<file path="config.mk">
export PLATFORM = sky130hd
export DESIGN_NAME = brace_indent_reformatter
export DESIGN_NICKNAME = d
export VERILOG_FILES = /design/src/rtl/bir_pkg.sv /design/src/rtl/brace_indent_reformatter.sv /design/src/rtl/bir_stack_cell.sv /design/src/rtl/bir_stack.sv
export SDC_FILE = /design/constraint.sdc
export NUM_CORES = 2
export LEC_CHECK = 0
export ABC_CLOCK_PERIOD_IN_PS = 24200
export BUFFER_PORTS_ARGS = -buffer_cell sky130_fd_sc_hd__buf_2
export CAP_MARGIN = 20
export CORE_ASPECT_RATIO = 2
export CORE_MARGIN = 1.5
export CORE_UTILIZATION = 50
export DETAILED_ROUTE_END_ITERATION = 10
export GPL_ROUTABILITY_DRIVEN = 1
export GPL_TIMING_DRIVEN = 0
export PLACE_DENSITY = 0.66
export SLEW_MARGIN = 0
export SYNTH_ARGS = -nofsm -noshare
export SYNTH_HDL_FRONTEND = slang
export SYNTH_SLANG_ARGS = --single-unit
export TNS_END_PERCENT = 5
</file>
<file path="constraint.sdc">
create_clock -name clk -period 24.2 [get_ports clk]
set_clock_uncertainty 0.15 [all_clocks]
set_input_delay 2.42 -clock clk [delete_from_list [all_inputs] [get_ports clk]]
set_output_delay 2.42 -clock clk [all_outputs]
set_load 0.02 [all_outputs]
</file>
<file path="src/rtl/bir_pkg.sv">
// ----------------------------------------------------------------------------
// bir_pkg: shared definitions of the brace indent reformatter
// Result kinds, register map, default configuration and the stack control
// bundle used between the top level and the indent stack.
// ----------------------------------------------------------------------------
package bir_pkg;

    localparam int STACK_DEPTH_DEF = 32;
    localparam int RUN_DEPTH_DEF   = 16;
    localparam int PART_WIDTH_DEF  = 16;

    localparam logic [1:0] KIND_CHAR   = 2'd0;
    localparam logic [1:0] KIND_INDENT = 2'd1;
    localparam logic [1:0] KIND_EOL    = 2'd2;

    localparam logic [2:0] REG_OPENER_LOW  = 3'd0;
    localparam logic [2:0] REG_OPENER_HIGH = 3'd1;
    localparam logic [2:0] REG_CLOSER_LOW  = 3'd2;
    localparam logic [2:0] REG_CLOSER_HIGH = 3'd3;
    localparam logic [2:0] REG_SPACES      = 3'd4;
    localparam logic [2:0] REG_PROGRESSIVE = 3'd5;
    localparam logic [2:0] REG_LEAD_DEDENT = 3'd6;

    localparam logic [63:0] OPENER_LOW_RST  = 64'd0;
    localparam logic [63:0] OPENER_HIGH_RST = 64'h0800_0000_0000_0000;
    localparam logic [63:0] CLOSER_LOW_RST  = 64'd0;
    localparam logic [63:0] CLOSER_HIGH_RST = 64'h2000_0000_0000_0000;
    localparam logic [7:0]  SPACES_RST      = 8'd4;

    localparam logic [1:0] PH_STRIP = 2'd0;
    localparam logic [1:0] PH_RUN   = 2'd1;
    localparam logic [1:0] PH_BODY  = 2'd2;

    localparam logic [7:0] SPACE_CHAR = 8'h20;

    // One operation per cycle on the whole chain of stack cells.
    typedef struct packed {
        logic push;
        logic pop;
        logic load;
    } stack_op_t;

endpackage

</file>
<file path="src/rtl/brace_indent_reformatter.sv">
// ----------------------------------------------------------------------------
// brace_indent_reformatter: re-indents a text stream by brace nesting
// Input channel (in_valid/in_ready): one byte or one end-of-line marker per
// transfer. Output channel (out_valid/out_ready): indent runs, bytes and
// end-of-line markers, the last result of an input marked by last.
// One item at a time: an item that yields results passes through the pop,
// multiply, net and emit states before its first result is registered; a
// dedent retires or trims one indent part per pop step (the shifting stack
// handles one part per cycle), an end of line that dedents goes back through
// the pop state, and the results then leave one per cycle while the receiver
// takes them. Leading whitespace and buffered leading closers yield nothing.
// A new item is taken once the previous item's last result is in the output
// register; a stalled receiver holds the output register and, after that,
// the input channel.
// Reset empties the stack, the closer run and the line state and loads the
// default configuration; the stack entries themselves are never cleared.
// Configuration is an APB-style port with 64-bit registers at 8-byte steps.
// ----------------------------------------------------------------------------
module brace_indent_reformatter #(
    parameter int STACK_DEPTH = bir_pkg::STACK_DEPTH_DEF,
    parameter int RUN_DEPTH   = bir_pkg::RUN_DEPTH_DEF,
    parameter int PART_WIDTH  = bir_pkg::PART_WIDTH_DEF
) (
    input  logic        clk,
    input  logic        rst_n,
    input  logic        psel,
    input  logic        penable,
    input  logic        pwrite,
    input  logic [5:0]  paddr,
    input  logic [63:0] pwdata,
    output logic [63:0] prdata,
    output logic        pready,
    input  logic        in_valid,
    output logic        in_ready,
    input  logic        action,
    input  logic [7:0]  character,
    output logic        out_valid,
    input  logic        out_ready,
    output logic [1:0]  kind,
    output logic [7:0]  out_char,
    output logic [15:0] space_count,
    output logic        overflow,
    output logic        last
);

    localparam int CNT_W = $clog2(STACK_DEPTH + 1);
    localparam int SUM_W = PART_WIDTH + CNT_W;
    localparam int LW    = (SUM_W > 17) ? SUM_W : 17;
    localparam int CW    = (PART_WIDTH > 16) ? PART_WIDTH : 16;
    localparam int CC_W  = $clog2(RUN_DEPTH + 1);
    localparam int RI_W  = (RUN_DEPTH > 1) ? $clog2(RUN_DEPTH) : 1;
    localparam logic [31:0] PART_MAX = 32'((64'd1 << PART_WIDTH) - 64'd1);

    localparam logic [2:0] S_IDLE = 3'd0;
    localparam logic [2:0] S_POP  = 3'd1;
    localparam logic [2:0] S_MUL  = 3'd2;
    localparam logic [2:0] S_NET  = 3'd3;
    localparam logic [2:0] S_EMIT = 3'd4;

    // Configuration registers.
    logic [63:0] opl_reg, oph_reg, cll_reg, clh_reg;
    logic [7:0]  spl_reg;
    logic        prog_reg, lcd_reg;
    logic        cfg_wr;
    logic [2:0]  cfg_idx;

    assign pready  = 1'b1;
    assign cfg_wr  = psel && penable && pwrite;
    assign cfg_idx = paddr[5:3];

    always_ff @(posedge clk or negedge rst_n)
    begin
        if (!rst_n)
        begin
            opl_reg  <= bir_pkg::OPENER_LOW_RST;
            oph_reg  <= bir_pkg::OPENER_HIGH_RST;
            cll_reg  <= bir_pkg::CLOSER_LOW_RST;
            clh_reg  <= bir_pkg::CLOSER_HIGH_RST;
            spl_reg  <= bir_pkg::SPACES_RST;
            prog_reg <= 1'b1;
            lcd_reg  <= 1'b1;
        end
        else if (cfg_wr)
        begin
            case (cfg_idx)
                bir_pkg::REG_OPENER_LOW:  opl_reg  <= pwdata;
                bir_pkg::REG_OPENER_HIGH: oph_reg  <= pwdata;
                bir_pkg::REG_CLOSER_LOW:  cll_reg  <= pwdata;
                bir_pkg::REG_CLOSER_HIGH: clh_reg  <= pwdata;
                bir_pkg::REG_SPACES:      spl_reg  <= pwdata[7:0];
                bir_pkg::REG_PROGRESSIVE: prog_reg <= pwdata[0];
                bir_pkg::REG_LEAD_DEDENT: lcd_reg  <= pwdata[0];
                default: ;
            endcase
        end
    end

    always_comb
    begin
        case (cfg_idx)
            bir_pkg::REG_OPENER_LOW:  prdata = opl_reg;
            bir_pkg::REG_OPENER_HIGH: prdata = oph_reg;
            bir_pkg::REG_CLOSER_LOW:  prdata = cll_reg;
            bir_pkg::REG_CLOSER_HIGH: prdata = clh_reg;
            bir_pkg::REG_SPACES:      prdata = {56'd0, spl_reg};
            bir_pkg::REG_PROGRESSIVE: prdata = {63'd0, prog_reg};
            bir_pkg::REG_LEAD_DEDENT: prdata = {63'd0, lcd_reg};
            default:                  prdata = 64'd0;
        endcase
    end

    // Character classes.
    logic [127:0] op_map, cl_map;
    logic         is_op, is_cl, is_ws;

    assign op_map = {oph_reg, opl_reg};
    assign cl_map = {clh_reg, cll_reg};
    assign is_op  = !character[7] && op_map[character[6:0]];
    assign is_cl  = !character[7] && cl_map[character[6:0]];
    assign is_ws  = (character == bir_pkg::SPACE_CHAR) ||
                    ((character >= 8'd9) && (character <= 8'd13));

    // Control and line state.
    logic [2:0]            state_reg, state_next;
    logic [1:0]            phase_reg, phase_next;
    logic [CNT_W-1:0]      count_reg, count_next;
    logic [SUM_W-1:0]      sum_reg, sum_next;
    logic signed [15:0]    net_reg, net_next;
    logic [CC_W-1:0]       ccount_reg, ccount_next;
    logic [7:0]            cbuf_reg [RUN_DEPTH];
    logic                  cbuf_we;
    logic [RI_W-1:0]       cbuf_widx;
    logic [15:0]           amount_reg, amount_next;
    logic                  second_reg, second_next;
    logic                  wind_reg, wind_next;
    logic                  wchar_reg, wchar_next;
    logic                  weol_reg, weol_next;
    logic [7:0]            char_reg, char_next;
    logic [CC_W-1:0]       en_reg, en_next;
    logic [CC_W-1:0]       ei_reg, ei_next;
    logic                  ovf_reg, ovf_next;
    logic signed [15:0]    netop_reg, netop_next;
    logic [15:0]           sc_reg, sc_next;

    logic                  ov_reg, ov_next;
    logic [1:0]            okind_reg, okind_next;
    logic [7:0]            ochar_reg, ochar_next;
    logic [15:0]           osc_reg, osc_next;
    logic                  oovf_reg, oovf_next;
    logic                  olast_reg, olast_next;

    bir_pkg::stack_op_t    stk_op;
    logic [PART_WIDTH-1:0] stk_din, stk_top;

    bir_stack #(
        .STACK_DEPTH(STACK_DEPTH),
        .PART_WIDTH (PART_WIDTH)
    ) u_stack (
        .clk(clk),
        .op (stk_op),
        .din(stk_din),
        .top(stk_top)
    );

    // Datapath helpers.
    logic [CW-1:0]      amt_w, top_w, taken_w, rest_w;
    logic [LW-1:0]      level;
    logic [23:0]        prod;
    logic               sc_sat;
    logic [31:0]        push_v, push_sat_v;
    logic               push_sat;
    logic signed [15:0] body_n1, body_n2;
    logic               body_ovf;
    logic [16:0]        neg_net;

    always_comb
    begin
        amt_w   = CW'(amount_reg);
        top_w   = CW'(stk_top);
        taken_w = (amt_w > top_w) ? top_w : amt_w;
        rest_w  = top_w - taken_w;

        level  = prog_reg ? LW'(count_reg) : LW'(sum_reg);
        prod   = level[15:0] * spl_reg;
        sc_sat = ((|level[LW-1:16]) && (spl_reg != 8'd0)) || (prod[23:16] != 8'd0);

        push_v     = 32'(netop_reg[15:0]);
        push_sat   = push_v > PART_MAX;
        push_sat_v = push_sat ? PART_MAX : push_v;
        neg_net    = 17'd0 - {netop_reg[15], netop_reg};

        body_ovf = 1'b0;
        body_n1  = net_reg;
        if (is_op)
        begin
            if (net_reg == 16'sd32767)
            begin
                body_ovf = 1'b1;
            end
            else
            begin
                body_n1 = net_reg + 16'sd1;
            end
        end
        body_n2 = body_n1;
        if (is_cl)
        begin
            if (body_n1 == -16'sd32768)
            begin
                body_ovf = 1'b1;
            end
            else
            begin
                body_n2 = body_n1 - 16'sd1;
            end
        end
    end

    always_comb
    begin
        state_next  = state_reg;
        phase_next  = phase_reg;
        count_next  = count_reg;
        sum_next    = sum_reg;
        net_next    = net_reg;
        ccount_next = ccount_reg;
        cbuf_we     = 1'b0;
        cbuf_widx   = ccount_reg[RI_W-1:0];
        amount_next = amount_reg;
        second_next = second_reg;
        wind_next   = wind_reg;
        wchar_next  = wchar_reg;
        weol_next   = weol_reg;
        char_next   = char_reg;
        en_next     = en_reg;
        ei_next     = ei_reg;
        ovf_next    = ovf_reg;
        netop_next  = netop_reg;
        sc_next     = sc_reg;
        stk_op      = '{push: 1'b0, pop: 1'b0, load: 1'b0};
        stk_din     = PART_WIDTH'(rest_w);

        ov_next    = ov_reg && !out_ready;
        okind_next = okind_reg;
        ochar_next = ochar_reg;
        osc_next   = osc_reg;
        oovf_next  = oovf_reg;
        olast_next = olast_reg;

        case (state_reg)
            S_IDLE:
            begin
                if (in_valid)
                begin
                    amount_next = 16'd0;
                    second_next = 1'b0;
                    wind_next   = 1'b0;
                    wchar_next  = 1'b0;
                    weol_next   = 1'b0;
                    char_next   = character;
                    en_next     = '0;
                    ei_next     = '0;
                    ovf_next    = 1'b0;
                    if (action)
                    begin
                        if (phase_reg == bir_pkg::PH_RUN)
                        begin
                            amount_next = 16'(ccount_reg);
                            wind_next   = 1'b1;
                            en_next     = ccount_reg;
                        end
                        weol_next   = 1'b1;
                        netop_next  = net_reg;
                        net_next    = 16'sd0;
                        phase_next  = bir_pkg::PH_STRIP;
                        ccount_next = '0;
                        state_next  = S_POP;
                    end
                    else
                    begin
                        case (phase_reg)
                            bir_pkg::PH_STRIP:
                            begin
                                if (is_ws)
                                begin
                                    state_next = S_IDLE;
                                end
                                else if (lcd_reg && is_cl)
                                begin
                                    cbuf_we     = 1'b1;
                                    cbuf_widx   = '0;
                                    ccount_next = CC_W'(1);
                                    phase_next  = bir_pkg::PH_RUN;
                                end
                                else
                                begin
                                    wind_next  = 1'b1;
                                    wchar_next = 1'b1;
                                    ovf_next   = body_ovf;
                                    net_next   = body_n2;
                                    phase_next = bir_pkg::PH_BODY;
                                    state_next = S_POP;
                                end
                            end
                            bir_pkg::PH_RUN:
                            begin
                                if (is_cl && (ccount_reg < CC_W'(RUN_DEPTH)))
                                begin
                                    cbuf_we     = 1'b1;
                                    ccount_next = ccount_reg + CC_W'(1);
                                end
                                else
                                begin
                                    // Any other byte, or a closer that no longer fits, flushes the run.
                                    amount_next = 16'(ccount_reg);
                                    wind_next   = 1'b1;
                                    en_next     = ccount_reg;
                                    ccount_next = '0;
                                    wchar_next  = 1'b1;
                                    ovf_next    = body_ovf || is_cl;
                                    net_next    = body_n2;
                                    phase_next  = bir_pkg::PH_BODY;
                                    state_next  = S_POP;
                                end
                            end
                            default:
                            begin
                                wchar_next = 1'b1;
                                ovf_next   = body_ovf;
                                net_next   = body_n2;
                                phase_next = bir_pkg::PH_BODY;
                                state_next = S_POP;
                            end
                        endcase
                    end
                end
            end

            S_POP:
            begin
                if ((amount_reg == 16'd0) || (count_reg == '0))
                begin
                    state_next = second_reg ? S_EMIT : S_MUL;
                end
                else
                begin
                    // Retire as much of the top part as the remaining amount covers.
                    amount_next = amount_reg - taken_w[15:0];
                    sum_next    = sum_reg - SUM_W'(taken_w);
                    if (rest_w == '0)
                    begin
                        stk_op.pop = 1'b1;
                        count_next = count_reg - CNT_W'(1);
                    end
                    else
                    begin
                        stk_op.load = 1'b1;
                    end
                end
            end

            S_MUL:
            begin
                sc_next = sc_sat ? 16'hFFFF : prod[15:0];
                if (wind_reg && sc_sat)
                begin
                    ovf_next = 1'b1;
                end
                state_next = S_NET;
            end

            S_NET:
            begin
                state_next = S_EMIT;
                if (weol_reg && (netop_reg > 16'sd0))
                begin
                    if (count_reg >= CNT_W'(STACK_DEPTH))
                    begin
                        ovf_next = 1'b1;
                    end
                    else
                    begin
                        if (push_sat)
                        begin
                            ovf_next = 1'b1;
                        end
                        stk_op.push = 1'b1;
                        stk_din     = PART_WIDTH'(push_sat_v);
                        count_next  = count_reg + CNT_W'(1);
                        sum_next    = sum_reg + SUM_W'(push_sat_v);
                    end
                end
                else if (weol_reg && (netop_reg < 16'sd0))
                begin
                    amount_next = neg_net[15:0];
                    second_next = 1'b1;
                    state_next  = S_POP;
                end
            end

            S_EMIT:
            begin
                if (!ov_reg || out_ready)
                begin
                    ov_next    = 1'b1;
                    oovf_next  = ovf_reg;
                    ochar_next = 8'd0;
                    osc_next   = 16'd0;
                    if (wind_reg)
                    begin
                        wind_next  = 1'b0;
                        okind_next = bir_pkg::KIND_INDENT;
                        osc_next   = sc_reg;
                        olast_next = !((en_reg != '0) || wchar_reg || weol_reg);
                    end
                    else if (ei_reg < en_reg)
                    begin
                        ei_next    = ei_reg + CC_W'(1);
                        okind_next = bir_pkg::KIND_CHAR;
                        ochar_next = cbuf_reg[ei_reg[RI_W-1:0]];
                        olast_next = !(((ei_reg + CC_W'(1)) < en_reg) || wchar_reg ||
                                       weol_reg);
                    end
                    else if (wchar_reg)
                    begin
                        wchar_next = 1'b0;
                        okind_next = bir_pkg::KIND_CHAR;
                        ochar_next = char_reg;
                        olast_next = !weol_reg;
                    end
                    else
                    begin
                        weol_next  = 1'b0;
                        okind_next = bir_pkg::KIND_EOL;
                        olast_next = 1'b1;
                    end
                    if (olast_next)
                    begin
                        state_next = S_IDLE;
                    end
                end
            end

            default:
            begin
                state_next = S_IDLE;
            end
        endcase
    end

    always_ff @(posedge clk or negedge rst_n)
    begin
        if (!rst_n)
        begin
            state_reg  <= S_IDLE;
            phase_reg  <= bir_pkg::PH_STRIP;
            count_reg  <= '0;
            sum_reg    <= '0;
            net_reg    <= 16'sd0;
            ccount_reg <= '0;
            second_reg <= 1'b0;
            wind_reg   <= 1'b0;
            wchar_reg  <= 1'b0;
            weol_reg   <= 1'b0;
            en_reg     <= '0;
            ei_reg     <= '0;
            ov_reg     <= 1'b0;
        end
        else
        begin
            state_reg  <= state_next;
            phase_reg  <= phase_next;
            count_reg  <= count_next;
            sum_reg    <= sum_next;
            net_reg    <= net_next;
            ccount_reg <= ccount_next;
            second_reg <= second_next;
            wind_reg   <= wind_next;
            wchar_reg  <= wchar_next;
            weol_reg   <= weol_next;
            en_reg     <= en_next;
            ei_reg     <= ei_next;
            ov_reg     <= ov_next;
        end
    end

    always_ff @(posedge clk)
    begin
        amount_reg <= amount_next;
        char_reg   <= char_next;
        ovf_reg    <= ovf_next;
        netop_reg  <= netop_next;
        sc_reg     <= sc_next;
        okind_reg  <= okind_next;
        ochar_reg  <= ochar_next;
        osc_reg    <= osc_next;
        oovf_reg   <= oovf_next;
        olast_reg  <= olast_next;
        if (cbuf_we)
        begin
            cbuf_reg[cbuf_widx] <= character;
        end
    end

    assign in_ready    = (state_reg == S_IDLE);
    assign out_valid   = ov_reg;
    assign kind        = okind_reg;
    assign out_char    = ochar_reg;
    assign space_count = osc_reg;
    assign overflow    = oovf_reg;
    assign last        = olast_reg;

`ifndef SYNTHESIS
    a_count_bound: assert property (@(posedge clk) disable iff (!rst_n)
        count_reg <= CNT_W'(STACK_DEPTH))
        else $error("indent stack count beyond depth");

    a_run_bound: assert property (@(posedge clk) disable iff (!rst_n)
        ccount_reg <= CC_W'(RUN_DEPTH))
        else $error("closer run count beyond depth");

    a_pop_nonempty: assert property (@(posedge clk) disable iff (!rst_n)
        stk_op.pop |-> (count_reg != '0))
        else $error("pop on an empty indent stack");

    a_emit_index: assert property (@(posedge clk) disable iff (!rst_n)
        (state_reg == S_EMIT) |-> (ei_reg <= en_reg))
        else $error("closer emission index beyond run length");
`endif

endmodule

</file>
<file path="src/rtl/bir_stack_cell.sv">
// ----------------------------------------------------------------------------
// bir_stack_cell: one entry of the indent stack
// Takes the shallower neighbor's part on a push, the deeper neighbor's part
// on a pop, and the shallower input on a load of the top entry.
// ----------------------------------------------------------------------------
module bir_stack_cell #(
    parameter int PART_WIDTH = bir_pkg::PART_WIDTH_DEF
) (
    input  logic                  clk,
    input  bir_pkg::stack_op_t    op,
    input  logic [PART_WIDTH-1:0] from_upper,
    input  logic [PART_WIDTH-1:0] from_lower,
    output logic [PART_WIDTH-1:0] part
);

    logic [PART_WIDTH-1:0] part_reg;
    logic [PART_WIDTH-1:0] part_next;

    always_comb
    begin
        part_next = part_reg;
        if (op.push || op.load)
        begin
            part_next = from_upper;
        end
        else if (op.pop)
        begin
            part_next = from_lower;
        end
    end

    always_ff @(posedge clk)
    begin
        part_reg <= part_next;
    end

    assign part = part_reg;

endmodule

</file>
<file path="src/rtl/bir_stack.sv">
// ----------------------------------------------------------------------------
// bir_stack: indent stack as a shifting chain of cells
// The top of the stack always sits in the first cell; pushes shift the chain
// deeper and pops shift it back toward the top.
// ----------------------------------------------------------------------------
module bir_stack #(
    parameter int STACK_DEPTH = bir_pkg::STACK_DEPTH_DEF,
    parameter int PART_WIDTH  = bir_pkg::PART_WIDTH_DEF
) (
    input  logic                  clk,
    input  bir_pkg::stack_op_t    op,
    input  logic [PART_WIDTH-1:0] din,
    output logic [PART_WIDTH-1:0] top
);

    logic [PART_WIDTH-1:0] parts [STACK_DEPTH];
    logic [PART_WIDTH-1:0] upper [STACK_DEPTH];
    logic [PART_WIDTH-1:0] lower [STACK_DEPTH];
    bir_pkg::stack_op_t    cell_op [STACK_DEPTH];

    for (genvar i = 0; i < STACK_DEPTH; i++)
    begin : g_cell
        if (i == 0)
        begin : g_head
            assign upper[i]   = din;
            assign cell_op[i] = op;
        end
        else
        begin : g_body
            assign upper[i]   = parts[i-1];
            assign cell_op[i] = '{push: op.push, pop: op.pop, load: 1'b0};
        end

        if (i == STACK_DEPTH - 1)
        begin : g_tail
            assign lower[i] = parts[i];
        end
        else
        begin : g_inner
            assign lower[i] = parts[i+1];
        end

        bir_stack_cell #(
            .PART_WIDTH(PART_WIDTH)
        ) u_cell (
            .clk       (clk),
            .op        (cell_op[i]),
            .from_upper(upper[i]),
            .from_lower(lower[i]),
            .part      (parts[i])
        );
    end

    assign top = parts[0];

endmodule
</file>
==> flow_summary.yaml <==
min_path:
  min_path_cells: 0
  min_from: "net_reg[8]$_DFFE_PN0P_"
  holdCritPathClass: "flop to flop"
  min_to: "netop_reg[8]$_DFFE_PP_"
job:
  maxCapViolCount: 0
routing:
  routed_wl_um: 157000
  drtIter0Drc: 2491
  drc_errors: 0
  wl_per_cell_um: 23.2
  dr.pass1.iters: 6
  vias_per_cell: 5.79
  vias: 39200
  antenna_left: 0
synth:
  syn-num-nets: 5310
  synthCells: 5005
  synthArstFlopShare: 0.316
  ys_seq_elements: 1060
  synth-seq-area-share: 0.547
  synth_edf_count: 725
  ys_types: 85
  ys.flop_type: "edfxtp_1"
  syn_area_per_cell_um2: 11.0
  synth-warning-count: 0
  netlist_area_um2: 55200
layout:
  fin_area_um2: 61200
  largest_reg_flops: 512
  drive_above_1_share: 0.142
  nets: 5601
  fin_cells: 6776
  areaGrowthSynthToFinish_pct: 11.0
critical_path:
  worstPathRequired_ns: 24.37
  reg2reg_depth: 28
  slowest_delay_ns: 0.60
  crit_path_frequent_cell: "a21oi_1"
  criticalPathCategory: "flop to flop"
  r2r-end: "u_stack.g_cell[8].u_cell.part[13]$_DFFE_PP_"
  critical-path-slowest-cell: "buf_1"
  path_max_fanout: 120
  ff2ff_setup_slack_ns: 14.04
  arrival_ns: 10.33
  start_kind: "flop"
  worstSetupEndpointType: "flop"
  timing.rr.start: "amount_reg[15]$_DFFE_PP_"
clocking:
  cts_tree: "yes"
  clock_latency_ns: 0.74
  clk_pin_slew_worst_paths_ns: 0.07
  cts_buffers: 96
  htree_levels: 3
  clk_path_buf_depth: 3
  cts-hold-fix-buffers: 0
  cts.sinks: 1060
  post_cts_buffers: 0
  cts_resized: 0
  cts-root-buf: "clkbuf_16"
die:
  fp.dieArea_um2: 112000
  ios: 181
  start_util: 0.504
  core_area_um2: 110000
  num_rows: 172
  die-height_um: 473
  die_w_um: 238
timing:
  setup-tns-final_ns: 0
  period_share: 0.420
  hold_ws_ns: 0.290
  hold_viol: 0
  max_freq_ghz: 0.0984
  maxSlewViolCount: 0
  setup-violations-final: 0
  slew_headroom: 0.204
  min_period_ns: 10.16
  fin_ws_ns: 14.04
  worst_pin_slew_ns: 1.19
  rsz0062_at_grt: "false"
global_routing:
  grt_max_degree: 137
  grt_pass1_vias: 41700
  antenna_found_initial: 8
  grt.overflow.total: 0
  grt_pass1_wl_um: 239000
  grt.total_usage: 0.280
power_and_ir_drop:
  clkPwrFrac: 0.211
  combPwrFrac: 0.453
  swShare: 0.404
  p_leak_nw: 25.3
  irDropWorstVdd_v: 0.0000948
  intPower_w: 0.00440
  power_frac_seq: 0.336
  p_switching_w: 0.00298
  power_density_nw_per_um2: 120
run_status:
  status: "completed"
place:
  dp.cells: 6587
  port_buffers: 174
  place_ws_ns: 13.76
  dpl-instance-area_um2: 58100
  gp_congestion: 1.00
  dpl.hpwl_um: 119000
-- cell usage after synthesis, drive strengths merged (51+ instances only) --
| library cell | instances | share of area |
|---|---|---|
| mux2i | 55 | 0.010 |
| inv | 165 | 0.011 |
| clkbuf | 228 | 0.016 |
| dfrtp | 330 | 0.15 |
| a22oi | 123 | 0.017 |
| mux4 | 104 | 0.043 |
| xnor2 | 56 | 0.0089 |
| and2 | 79 | 0.0090 |
| xor2 | 53 | 0.0084 |
| edfxtp | 725 | 0.39 |
| nor2 | 148 | 0.010 |
| fa | 88 | 0.032 |
| nand2 | 1672 | 0.11 |
| nor2b | 68 | 0.0077 |
| nand3 | 51 | 0.0046 |
| o21ai | 128 | 0.012 |
| ha | 131 | 0.030 |
| mux2 | 279 | 0.057 |
| a21oi | 105 | 0.0095 |
-- critical path: cells and delay by family, from the launching register on --
family                     cells  cell delay, ns
AOI/OAI and AO/OA              9            2.14
xor gates and xnor gates       1            0.25
adders and majority gates      3            0.99
buffers and inverters         10            4.08
DFF                            1            0.55
and+or+nand+nor                5            1.35
-- power groups by stage --
stage	combinational [W]	clock [W]	sequential, W
CTS	0.00330	0.00158	0.00247
finish	0.00334	0.00155	0.00248
detailed placement	0.00328	0	0.00251
floorplan	0.00237	0	0.00246
global route	0.00368	0.00164	0.00250
global placement	0.00320	0	0.00254
-- metrics by stage --
stage / total power [W] / util
global placement: 0.00575 / 0.527
CTS: 0.00735 / 0.559
floorplan: 0.00483 / -
detailed placement: 0.00579 / 0.530
finish: 0.00737 / 0.559
global route: 0.00781 / 0.559
-- worst max-delay path by stage --
stage                                               startpoint                                          end  slack, ns  depth (start not counted)
detailed placement                    amount_reg[15]$_DFFE_PP_  u_stack.g_cell[8].u_cell.part[13]$_DFFE_PP_      13.76                         27
floorplan           u_stack.g_cell[0].u_cell.part[1]$_DFFE_PP_  u_stack.g_cell[10].u_cell.part[0]$_DFFE_PP_       8.15                         29
global route        u_stack.g_cell[0].u_cell.part[1]$_DFFE_PP_  u_stack.g_cell[9].u_cell.part[13]$_DFFE_PP_      13.44                         32
CTS                                   amount_reg[15]$_DFFE_PP_  u_stack.g_cell[8].u_cell.part[13]$_DFFE_PP_      13.70                         27
global placement                      amount_reg[15]$_DFFE_PP_  u_stack.g_cell[25].u_cell.part[0]$_DFFE_PP_       2.16                         25
finish                                amount_reg[15]$_DFFE_PP_  u_stack.g_cell[8].u_cell.part[13]$_DFFE_PP_      14.04                         28
-- cells in the final DEF, fill, tap and decap left out, types with 10 or more instances in the layout --
cell          n
ha_1        131
mux4_2       96
or3_1        14
nand4_1      12
xnor2_1      56
nor4_1       12
fa_1         88
nand2b_1     33
a31oi_1      16
edfxtp_1    725
o22ai_1      12
clkbuf_16    97
o21a_1       10
nor2b_1      68
buf_1        15
a22oi_1     123
mux2i_1      55
clkinv_2     18
and2_1       79
buf_2       184
o31ai_1      13
nand2_1    1672
inv_1       164
clkbuf_1    245
xor2_1       53
dfrtp_1     330
a21oi_1     105
o21ai_0     127
a221o_1      10
clkinv_1     25
and3_1       18
mux2_2      279
nor2_1      145
nand3_1      51
nor3_1       41
a21o_1       37
-- final cells by class --
class / count / area (µm²)
Antenna cell: 6 / 15.0
Timing Repair Buffer: 193 / 1170
Clock inverter: 60 / 564
Buffer: 264 / 1100
Clock buffer: 120 / 2550
Sequential cell: 1060 / 30200
Fill cell: 9521 / 48300
Multi-Input combinational cell: 3512 / 23300
Tap cell: 1392 / 1740
Inverter: 169 / 642
-- cell families after synthesis --
group / count (synthesis) / synth area share
mux: 438 / 0.110
compound gates: 552 / 0.0671
fa+ha+maj: 219 / 0.0617
flops: 1060 / 0.547
other cells: 1 / 0.0000680
xor+xnor: 109 / 0.0173
simple gates: 2193 / 0.166
buf+inv: 433 / 0.0314
-- routing by layer --
layer	share of wire	vias up	global-route usage
met3	0.045	568	0.0476
met4	0.087	6	0.221
li1	-	18000	-
met1	0.32	19400	0.261
met2	0.55	1256	0.531
met5	0.00022	-	0
Note: power is estimated with default switching activity, not from simulation.
